==> src/rtl/rrpt_pkg.sv <==
// Shared types and constants for the replication progress tracker.
// No dependencies; used by every file of the block.
package rrpt_pkg;

  // Default index width; the next index is one bit wider.
  localparam int unsigned IndexWidthDef = 63;

  typedef enum logic [1:0] {
    MODE_RETRY = 2'd0,
    MODE_WAIT  = 2'd1,
    MODE_REPL  = 2'd2,
    MODE_SNAP  = 2'd3
  } mode_e;

  typedef enum logic [3:0] {
    OP_TO_RETRY   = 4'd0,
    OP_TO_WAIT    = 4'd1,
    OP_TO_REPL    = 4'd2,
    OP_TO_SNAP    = 4'd3,
    OP_RETRY_WAIT = 4'd4,
    OP_WAIT_RETRY = 4'd5,
    OP_REPL_RETRY = 4'd6,
    OP_CLEAR_SNAP = 4'd7,
    OP_ACK        = 4'd8,
    OP_OPTIMISTIC = 4'd9,
    OP_REJECT     = 4'd10,
    OP_RESPONDED  = 4'd11,
    OP_LOAD       = 4'd12
  } op_e;

  // Per-event status handed from the update logic to the result register.
  typedef struct packed {
    logic  accepted;
    logic  error;
    logic  paused;
    mode_e mode;
  } flags_t;

endpackage

==> src/rtl/rrpt_step.sv <==
// Combinational progress update for one event.
// Depends on rrpt_pkg (mode_e, op_e, flags_t).
module rrpt_step #(
  parameter int unsigned INDEX_WIDTH = rrpt_pkg::IndexWidthDef
) (
  input  rrpt_pkg::op_e             op_i,
  input  logic [INDEX_WIDTH-1:0]    first_i,
  input  logic [INDEX_WIDTH-1:0]    second_i,
  input  rrpt_pkg::mode_e           mode_i,
  input  logic [INDEX_WIDTH-1:0]    match_i,
  input  logic [INDEX_WIDTH:0]      next_i,
  input  logic [INDEX_WIDTH-1:0]    snap_i,
  output rrpt_pkg::flags_t          flags_o,
  output logic [INDEX_WIDTH-1:0]    match_o,
  output logic [INDEX_WIDTH:0]      next_o,
  output logic [INDEX_WIDTH-1:0]    snap_o
);

  localparam int unsigned NW = INDEX_WIDTH + 1;

  logic [NW-1:0]          first_x, first_inc, match_inc, hi_inc, retry_next;
  logic [NW-1:0]          next_dec, lim, rej_min;
  logic [INDEX_WIDTH-1:0] hi;
  rrpt_pkg::mode_e        mode_d;
  logic                   acc, err;

  assign first_x   = {1'b0, first_i};
  assign first_inc = first_x + NW'(1);
  assign match_inc = {1'b0, match_i} + NW'(1);
  assign hi        = (match_i > snap_i) ? match_i : snap_i;
  assign hi_inc    = {1'b0, hi} + NW'(1);
  // leaving snapshot mode resumes past whichever is further
  assign retry_next = (mode_i == rrpt_pkg::MODE_SNAP) ? hi_inc : match_inc;
  // wraps to all ones when next is zero, so no rejection matches then
  assign next_dec  = next_i - NW'(1);
  assign lim       = {1'b0, second_i} + NW'(1);
  assign rej_min   = (first_x < lim) ? first_x : lim;

  // next state
  always_comb begin
    mode_d  = mode_i;
    match_o = match_i;
    next_o  = next_i;
    snap_o  = snap_i;
    acc     = 1'b0;
    err     = 1'b0;
    case (op_i)
      rrpt_pkg::OP_TO_RETRY: begin
        next_o = retry_next;
        snap_o = '0;
        mode_d = rrpt_pkg::MODE_RETRY;
      end
      rrpt_pkg::OP_TO_WAIT: begin
        next_o = retry_next;
        snap_o = '0;
        mode_d = rrpt_pkg::MODE_WAIT;
      end
      rrpt_pkg::OP_TO_REPL: begin
        next_o = match_inc;
        snap_o = '0;
        mode_d = rrpt_pkg::MODE_REPL;
      end
      rrpt_pkg::OP_TO_SNAP: begin
        snap_o = first_i;
        mode_d = rrpt_pkg::MODE_SNAP;
      end
      rrpt_pkg::OP_RETRY_WAIT: begin
        if (mode_i == rrpt_pkg::MODE_RETRY) mode_d = rrpt_pkg::MODE_WAIT;
      end
      rrpt_pkg::OP_WAIT_RETRY: begin
        if (mode_i == rrpt_pkg::MODE_WAIT) mode_d = rrpt_pkg::MODE_RETRY;
      end
      rrpt_pkg::OP_REPL_RETRY: begin
        if (mode_i == rrpt_pkg::MODE_REPL) begin
          next_o = match_inc;
          snap_o = '0;
          mode_d = rrpt_pkg::MODE_RETRY;
        end
      end
      rrpt_pkg::OP_CLEAR_SNAP: snap_o = '0;
      rrpt_pkg::OP_ACK: begin
        if (next_i < first_inc) next_o = first_inc;
        if (match_i < first_i) begin
          if (mode_i == rrpt_pkg::MODE_WAIT) mode_d = rrpt_pkg::MODE_RETRY;
          match_o = first_i;
          acc     = 1'b1;
        end
      end
      rrpt_pkg::OP_OPTIMISTIC: begin
        if (mode_i == rrpt_pkg::MODE_REPL) next_o = first_inc;
        else if (mode_i == rrpt_pkg::MODE_RETRY) mode_d = rrpt_pkg::MODE_WAIT;
        else err = 1'b1;
      end
      rrpt_pkg::OP_REJECT: begin
        if (mode_i == rrpt_pkg::MODE_REPL) begin
          if (first_i > match_i) begin
            next_o = match_inc;
            acc    = 1'b1;
          end
        end else if (first_x == next_dec) begin
          if (mode_i == rrpt_pkg::MODE_WAIT) mode_d = rrpt_pkg::MODE_RETRY;
          next_o = (rej_min == '0) ? NW'(1) : rej_min;
          acc    = 1'b1;
        end
      end
      rrpt_pkg::OP_RESPONDED: begin
        if (mode_i == rrpt_pkg::MODE_RETRY) begin
          next_o = match_inc;
          snap_o = '0;
          mode_d = rrpt_pkg::MODE_REPL;
        end else if (mode_i == rrpt_pkg::MODE_SNAP && match_i >= snap_i) begin
          next_o = hi_inc;
          snap_o = '0;
          mode_d = rrpt_pkg::MODE_RETRY;
        end
      end
      rrpt_pkg::OP_LOAD: begin
        match_o = first_i;
        next_o  = {1'b0, second_i};
      end
      default: ;
    endcase
  end

  // outputs
  always_comb begin
    flags_o.accepted = acc;
    flags_o.error    = err;
    flags_o.mode     = mode_d;
    flags_o.paused   = (mode_d == rrpt_pkg::MODE_WAIT) || (mode_d == rrpt_pkg::MODE_SNAP);
  end

endmodule

==> src/rtl/raft_replication_progress_tracker_core.sv <==
// Replication progress tracker for one follower: top level with stream ports.
// Depends on rrpt_pkg and rrpt_step.
//
// Takes one event per request on the slave stream and returns exactly one result per
// event on the master stream, in order, through the input register, then update and
// result register; one event per clock unless the master stalls. The progress state
// (mode, match, next, pending snapshot) is read and written in the same cycle by the
// update logic, so back-to-back events see each other's effect. Reset puts the
// tracker in retry mode with match 0, next 1 and no pending snapshot. The operation
// code travels in s_axis_tuser; codes 13 to 15 leave the state alone and report it.
module raft_replication_progress_tracker_core #(
  parameter int unsigned INDEX_WIDTH = rrpt_pkg::IndexWidthDef
) (
  input  logic                                  clk_i,
  input  logic                                  rst_ni,
  input  logic                                  s_axis_tvalid,
  output logic                                  s_axis_tready,
  // [IW-1:0] first_index, [2IW-1:IW] second_index, zero pad to bytes
  input  logic [((2*INDEX_WIDTH+7)/8)*8-1:0]    s_axis_tdata,
  // [3:0] operation
  input  logic [3:0]                            s_axis_tuser,
  output logic                                  m_axis_tvalid,
  input  logic                                  m_axis_tready,
  // [0] accepted, [1] error, [2] paused, [4:3] mode, then match_out (IW),
  // next_out (IW+1), snapshot_out (IW), zero pad to bytes
  output logic [((3*INDEX_WIDTH+6+7)/8)*8-1:0]  m_axis_tdata
);

  localparam int unsigned IW    = INDEX_WIDTH;
  localparam int unsigned NW    = IW + 1;
  localparam int unsigned OUT_W = ((3*IW+6+7)/8)*8;

  // input register
  logic          s1_valid_q, s1_valid_d;
  logic [3:0]    s1_op_q;
  logic [IW-1:0] s1_a_q, s1_b_q;

  // progress state
  rrpt_pkg::mode_e mode_q;
  logic [IW-1:0]   match_q, snap_q;
  logic [NW-1:0]   next_q;

  rrpt_pkg::flags_t flags;
  logic [IW-1:0]    match_d, snap_d;
  logic [NW-1:0]    next_d;

  // result register
  logic             out_valid_q, out_valid_d;
  logic [OUT_W-1:0] out_data_q, out_data_d;

  logic s_fire, adv;

  // an event moves to the result register when that register is free or draining
  assign adv           = s1_valid_q && (!out_valid_q || m_axis_tready);
  assign s_axis_tready = !s1_valid_q || adv;
  assign s_fire        = s_axis_tvalid && s_axis_tready;
  assign s1_valid_d    = s_fire || (s1_valid_q && !adv);
  assign out_valid_d   = adv || (out_valid_q && !m_axis_tready);

  rrpt_step #(.INDEX_WIDTH(IW)) u_step (
    .op_i    (rrpt_pkg::op_e'(s1_op_q)),
    .first_i (s1_a_q),
    .second_i(s1_b_q),
    .mode_i  (mode_q),
    .match_i (match_q),
    .next_i  (next_q),
    .snap_i  (snap_q),
    .flags_o (flags),
    .match_o (match_d),
    .next_o  (next_d),
    .snap_o  (snap_d)
  );

  assign out_data_d = OUT_W'({snap_d, next_d, match_d, flags.mode, flags.paused,
                              flags.error, flags.accepted});

  always_ff @(posedge clk_i or negedge rst_ni) begin
    if (!rst_ni) begin
      s1_valid_q  <= 1'b0;
      out_valid_q <= 1'b0;
      mode_q      <= rrpt_pkg::MODE_RETRY;
      match_q     <= '0;
      next_q      <= NW'(1);
      snap_q      <= '0;
    end else begin
      s1_valid_q  <= s1_valid_d;
      out_valid_q <= out_valid_d;
      if (adv) begin
        mode_q  <= flags.mode;
        match_q <= match_d;
        next_q  <= next_d;
        snap_q  <= snap_d;
      end
    end
  end

  // payload registers
  always_ff @(posedge clk_i) begin
    if (s_fire) begin
      s1_op_q <= s_axis_tuser;
      s1_a_q  <= s_axis_tdata[IW-1:0];
      s1_b_q  <= s_axis_tdata[2*IW-1:IW];
    end
    if (adv) out_data_q <= out_data_d;
  end

  assign m_axis_tvalid = out_valid_q;
  assign m_axis_tdata  = out_data_q;

endmodule

==> config.mk <==
export PLATFORM = sky130hd
export DESIGN_NAME = raft_replication_progress_tracker_core
export DESIGN_NICKNAME = d
export VERILOG_FILES = /design/src/rtl/rrpt_pkg.sv /design/src/rtl/rrpt_step.sv /design/src/rtl/raft_replication_progress_tracker_core.sv
export SDC_FILE = /design/constraint.sdc
export NUM_CORES = 2
export LEC_CHECK = 0
export ABC_AREA = 1
export BUFFER_PORTS_ARGS = -buffer_cell sky130_fd_sc_hd__buf_2
export CORE_UTILIZATION = 24
export DETAILED_ROUTE_END_ITERATION = 8
export GPL_TIMING_DRIVEN = 0
export SYNTH_ARGS = -nofsm -noshare
export SYNTH_HDL_FRONTEND = slang
export SYNTH_SLANG_ARGS = --single-unit
==> constraint.sdc <==
create_clock -name clk_i -period 14.3 [get_ports clk_i]
set_input_delay 2.145 -clock clk_i [delete_from_list [all_inputs] [get_ports clk_i]]
set_output_delay 2.145 -clock clk_i [all_outputs]
set_load 0.005 [all_outputs]
## Word-level counts from Yosys, hierarchy flattened

Index checks and enable logic that the tools add are counted.

| operators by class | value |
|---|---|
| reduce and logical (&&, ||, !) cells | 20 |
| $add $sub $neg | 5 |
| multiplexer cells | 35 |
| bitwise logic cells | 1 |
| order comparisons | 6 |
| equal/unequal tests | 18 |

Operators by type and width:

| kind | number |
|---|---|
| 64-bit 2-to-1 mux | 11 |
| 64-bit case mux with 8 select lines | 1 |
| 63-bit 2-to-1 mux | 5 |
| 63-bit by 1-bit adder with 64-bit output (second input constant) | 4 |
| 63-bit case mux with 4 select lines | 1 |
| 63-bit > comparator | 2 |
| 63-bit case mux with 2 select lines | 1 |
| 63-bit by 64-bit equality test with 1-bit output | 1 |
| 64-bit zero test | 1 |
| 63-bit by 64-bit less-than comparator with 1-bit output | 1 |
| 64-bit less-than comparator | 1 |
| 64-bit by 1-bit subtractor with 64-bit output (second input constant) | 1 |
| 63-bit >= comparator | 1 |
| 63-bit less-than comparator | 1 |
| 2-bit case mux with 11 select lines | 1 |
| 4-bit equality test (second input constant) | 5 |
| 2-bit 2-to-1 mux | 9 |
| 4-bit by 3-bit equality test with 1-bit output (second input constant) | 4 |
| 4-bit by 2-bit equality test with 1-bit output (second input constant) | 2 |
| 2-bit equality test (second input constant) | 3 |
| 1-bit logical AND | 5 |
| 1-bit logical OR | 5 |
| 1-bit 2-to-1 mux | 5 |
| 2-bit by 1-bit equality test with 1-bit output (second input constant) | 2 |
| 8 further kinds | 12 |

| word-level totals | value |
|---|---|
| output and inout bits | 202 |
| bits of input ports | 136 |
| bits in registers | 519 |
| logic and storage cells | 96 |

## Depth between registers and ports, before layout

| logic depth | value |
|---|---|
| depth after elaboration | 8 |
| gate-level depth with buffers | 37 |

## Hierarchy

Synthesis repeated with hierarchy kept, for this count alone.

| second synthesis, totals | value |
|---|---|
| cells, all modules | 7,776 |
| area total of the unflattened synthesis | 50,348.3 µm² |

Modules (own cells, without submodules):

| module | area an instance (µm²) | instances | sequential area each (µm²) | cells each |
|---|---|---|---|---|
| rrpt_step | 32,920.3 | 1 | 0.0 | 6,600 |
| raft_replication_progress_tracker_core | 17,428.0 | 1 | 14,615.3 | 1,176 |

## Worst setup path before layout

No wires, ideal clock.

| path | value |
|---|---|
| path type | input to register |
| start | in m_axis_tready |
| end | reg out_data_q[0] (netlist: m_axis_tdata[0]) (enable) |
| data required time | 13.666 ns |
| setup time | 0.634 ns |
| buffers on the path | 2 |
| stages on the path | 6 |
| data arrival time | 8.116 ns |
| setup slack | 5.550 ns |
| cell sequence | inv_1 nand2_1 nand2_1 inv_1 clkbuf_1 clkbuf_1 |

| on the way | value |
|---|---|
| word-level cells in the longest chain between the ends | 2 |

Ends and longest elaborated chain:

| element | line | RTL |
|---|---|---|
| start: declaration | raft_replication_progress_tracker_core.sv:23 | `input logic m_axis_tready,` |
| 1-bit logical OR | raft_replication_progress_tracker_core.sv:54 | `assign adv = s1_valid_q && (!out_valid_q \|\| m_axis_tready);` |
| 1-bit logical AND | raft_replication_progress_tracker_core.sv:54 |  |
| net adv | raft_replication_progress_tracker_core.sv:51 | `logic s_fire, adv;` |
| end signal: assignment | raft_replication_progress_tracker_core.sv:104 | `if (adv) out_data_q <= out_data_d;` |
| end: declaration | raft_replication_progress_tracker_core.sv:49 | `logic [OUT_W-1:0] out_data_q, out_data_d;` |

The timed path passes the listed nets, and every way through them passes these cells.
A chain may end at the register's enable or synchronous reset.

## Worst setup path in the final report

| path | value |
|---|---|
| start | reg s1_a_q[17] |
| end | reg next_q[56] |

| on the way | value |
|---|---|
| word-level cells in the longest chain between the ends | 7 |

Ends and longest elaborated chain:

| element | line | RTL |
|---|---|---|
| start: declaration | raft_replication_progress_tracker_core.sv:36 | `logic [IW-1:0] s1_a_q, s1_b_q;` |
| start signal: assignment | raft_replication_progress_tracker_core.sv:101 | `s1_a_q <= s_axis_tdata[IW-1:0];` |
| parallel branches: the longest is 6 deep, another holds 63-bit by 1-bit adder with 64-bit output | -- |  |
| 64-bit case mux with 8 select lines * | rrpt_step.sv:47 | `case (op_i)` |
| end signal: assignment | raft_replication_progress_tracker_core.sv:91 | `next_q <= next_d;` |
| end: declaration | raft_replication_progress_tracker_core.sv:41 | `logic [NW-1:0] next_q;` |

Every way passes the cells marked *.

==> results.env <==
STATUS='complete, but fails checks'
VIOLATIONS_IN_THE_FINAL_REPORTS='capacitance limit, slew limit'
REG2REG_FROM='s1_a_q[17]'
CELLINTERNALPOWER_W=0.00435
SWITCHINGPOWER_W=0.00639
DIE_Y_UM=454
GLOBALROUTEOVERFLOWTOTAL=0
COMBINATIONALPOWERSHARE_PCT=61.1
HP-CLASS='register to register'
FINCLKSKEW_NS=0.0463
CRITICAL-PATH-SLOWEST-CELL='nand3_1'
DRC_ERRORS=0
WIRELENGTH_UM=476000
GRT_ANTENNA_BEFORE_REPAIR=98
SYNTH-ASYNC-RESET-RATIO_PCT=37.5
HOLD-WORST-SLACK_NS=0.497
HOLD_DEPTH=2
POST_CTS_HOLD_BUFFER_COUNT=0
GP_ROUTABILITY_CONGESTION=1.07
POWER_FRAC_CLOCK_PCT=17.6
CRIT_PATH_CELL_TRACE='clkinv_1, nor4_2, nand2_1, nor3_1, nand3_1, nor2_1, nand2_1, xor2_1, ha_1, nand4_1, o221ai_1, nand2_1, o2111ai_1, a31oi_1, nand2_1, inv_2, clkbuf_2, o21ai_0, nor2_1, nor2_1, nand2_1, nand3b_1, nand3_1, nand2_1'
DIEAREA_MM2=0.206
SYNTHESIS.YOSYS.WARNINGS=0
MAX_SLEW.WORST_PIN.SLEW_NS=1.77
PLACEMENT.IO_BUFFERS=330
SYNTH.FF_LATCH_COUNT=518
MAXCLOCKFREQUENCY_MHz=76.4
REG2REG_TO='next_q[56]'
COUNT_OF_ANTENNA_VIOLATING_NETS_LEFT_AFTER_DETAILED_ROUTING=0
VIA_COUNT_OF_THE_FIRST_GLOBAL_ROUTING_PASS=57000
ENDPOINT_KIND='register'
LEAKAGEPOWER_nW=24.9
TIMING.FINAL.CRIT_PERIOD_NS=13.09
HOLD_VIOLATIONS=0
GROUTE.USAGE.OVERALL_PCT=45.0
REQUIRED_TIME_REPORTED_FOR_THE_CRITICAL_PATH_ENDPOINT_NS=14.94
HOLD_START='s1_valid_q'
CLK_ROOT_BUFFER_CELL='clkbuf_16'
HOLDPATHEND='m_axis_tvalid'
AVGVIACOUNTPERCELL=5.88
YOSYS.AREA.TOP_TYPE='edfxtp_1'
CRIT_PATH_FREQUENT_CELL='nand2_1'
DETAILEDPLACEMENTHPWL_UM=395000
RSZ_0062_RAISED_AFTER_GLOBAL_ROUTING='no'
YOSYS.CELL_TYPES.COUNT=67
CLKSLEWWORSTSETUPHOLDPATHS_NS=0.06
VDD.IR_DROP.WORST_mV=0.135
CRITICAL_PATH_CLASS='register to register'
NETS=8259
DRIVE_ABOVE_1_SHARE_PCT=9.38
PWR_DENSITY_mW_PER_MM2=187
CTS-ROOT-TO-SINK-BUFFERS=3
POSTSYNTHAREAPERCELL_UM2=6.60
YOSYSSEQAREASHARE_PCT=29.8
SYNTH_AREA_MM2=0.0489
TOP_LEVEL_PORTS=338
FIRST_PASS_GRT_WIRE_LENGTH_UM=598000
DR.FIRST_ITER.DRC_COUNT=9003
SW_FRAC_OF_TOTAL_PCT=59.5
FINALCRITPERIODSHARE_PCT=91.5
DRTPASS1ITERATIONS=6
YOSYS_MOST_USED_DFF='edfxtp_1'
WORST-PATH-MAX-FANOUT=10
YOSYS-TOP-CELLS-AREA='edfxtp_1, nand2_1, dfrtp_1'
FF2FF_SETUP_SLACK_NS=1.21
TIMING.REG2REG.WORST_PATH_DEPTH=24
GRT_MAX_DEGREE=82
COREAREA_MM2=0.202
FLOORPLAN.INITIALDENSITY_PCT=24.2
SEQ_POWER_SHARE_PCT=21.3
WORSTSKEWPAIRLATENCY_NS=0.76
SYNTHDOMINANTCELLAREASHARE_PCT=19.9
CTS.REPAIR.RESIZED=0
SYNTH_ENABLE_FLOP_CELLS=324
ARRIVAL_NS=13.73
DRV.MAX_CAP_VIOLATION_COUNT=31
ROUTED-VIA-COUNT=62500
NUMBER_OF_CTS_INSERTED_BUFFERS=70
MAX_SLEW_HEADROOM_PCT=-19.1
CORE.ROWCOUNT=165
CTS.REPAIR_TIMING.SETUP_BUFFER_COUNT=0
WIRE_PER_INST_UM=44.8
H-TREE-DEPTH=3
SLEW_VIOL_FINAL=254
FINAL_UTIL_PCT=28.4
CRITICAL_PATH.MAX_STAGE_DELAY_NS=1.13
AREA_GROWTH_SYN_TO_LAYOUT_PCT=17.3
CTS.SINK_COUNT=518
CP-START-KIND='register'
SETUP_VIOL=0
CTS_TREE='built'
DIE_WIDTH_UM=454
NETLIST_INSTANCES=7417
## state kept, by name (all words and copies together), names as in the netlist
signal and flops:
s1_b_q 63, mode_q 2, snap_q 63, m_axis_tdata 194
s1_valid_q 1, s1_op_q 4, match_q 63, next_q 64
m_axis_tvalid 1, s1_a_q 63
## power by group through the flow
| stage | registers, W | logic, W | clock network, W |
|---|---|---|---|
| final | 0.00229 | 0.00656 | 0.00189 |
| after global placement | 0.00231 | 0.00616 | 0 |
| after CTS | 0.00227 | 0.00623 | 0.00191 |
| after global routing | 0.00230 | 0.00667 | 0.00195 |
| after floorplan | 0.00213 | 0.00301 | 0 |
| after detailed placement | 0.00230 | 0.00621 | 0 |
## critical path: cells and delay by family (launching register included)
family,cells,cell delay [ns]
buf+inv,3,2.03
compound gates,4,1.33
simple gates,15,7.10
flops,1,0.91
fa+ha+maj,1,0.42
xor+xnor,1,1.13
## routing by layer
metal / track usage (%) / share of wire, %
met4: 36.5 / 9.5
met2: 64.2 / 41
met3: 10.9 / 9.3
met1: 57.4 / 41
met5: 0 / 0.043
## layout by cell type, fill, tap and decap left out, types with 33 or more instances in the layout
cell type | synthesis | final
nor3_1 | 153 | 152
o211ai_1 | 100 | 100
nand3_1 | 610 | 610
clkbuf_16 | 0 | 71
clkbuf_1 | 313 | 260
a32oi_1 | 64 | 64
o21ai_1 | 47 | 52
clkbuf_2 | 1 | 63
edfxtp_1 | 324 | 324
buf_2 | 45 | 379
o221ai_1 | 71 | 71
dfrtp_1 | 193 | 193
inv_1 | 720 | 719
nand2_1 | 2159 | 2159
o21ai_0 | 434 | 428
o22ai_1 | 33 | 33
nor4_1 | 42 | 41
diode_2 | 0 | 42
a21oi_1 | 400 | 397
nor2_1 | 688 | 682
ha_1 | 256 | 256
xor2_1 | 243 | 237
nand4_1 | 148 | 148
nor2_2 | 31 | 36
## how the worst max path moves through the flow
stage,from,endpoint,slack (ns),cells after the start
5_1_grt,s1_a_q[17],next_q[56],1.95,24
3_5_place_dp,s1_a_q[18],next_q[56],2.04,24
3_3_place_gp,s1_a_q[17],m_axis_tdata[128],-0.50,21
4_1_cts,s1_a_q[17],next_q[56],2.01,24
6_report,s1_a_q[17],next_q[56],1.21,24
2_1_floorplan,m_axis_tready,m_axis_tdata[0],5.55,6
## area by class of cell
class | instances | area (um^2)
clock buffer | 83 | 1840
multi-input combinational | 5734 | 29900
sequential | 518 | 14600
tap | 2672 | 3340
fill | 22800 | 145000
clock inverter | 47 | 522
inverter | 758 | 2850
timing repair buffer | 374 | 2450
antenna | 42 | 105
buffer | 411 | 1790
## through the flow
stage	area (um^2)	power (W)	setup WS, ns	instances	TNS [ns]
finish	57400	0.0107	1.21	10600	0
global route	57300	0.0109	1.95	10600	0
CTS	57200	0.0104	2.01	10600	0
detailed placement	54900	0.00850	2.04	10500	0
global placement	53900	0.00847	-0.501	10400	-1.09
floorplan	48900	0.00514	5.55	7421	0
## logic make-up after synthesis
family | count (synthesis) | share of synthesized area [%]
other | 1 | 0.00766
flip-flops | 518 | 29.8
AO/OA/AOI/OAI | 1258 | 15.2
buffers and inverters | 1169 | 9.29
adder cells (fa/ha/maj) | 256 | 6.55
AND/OR/NAND/NOR | 3943 | 34.3
XOR/XNOR | 272 | 4.88
## cell usage after synthesis (100+ instances only)
cell type / n
a21oi_1: 400
inv_1: 720
o21ai_0: 434
nand2_1: 2159
dfrtp_1: 193
xor2_1: 243
nor3_1: 153
nand3_1: 610
nand4_1: 148
ha_1: 256
edfxtp_1: 324
clkbuf_1: 313
nor2_1: 688
o211ai_1: 100
No activity file was read; power rests on OpenSTA's default activity.
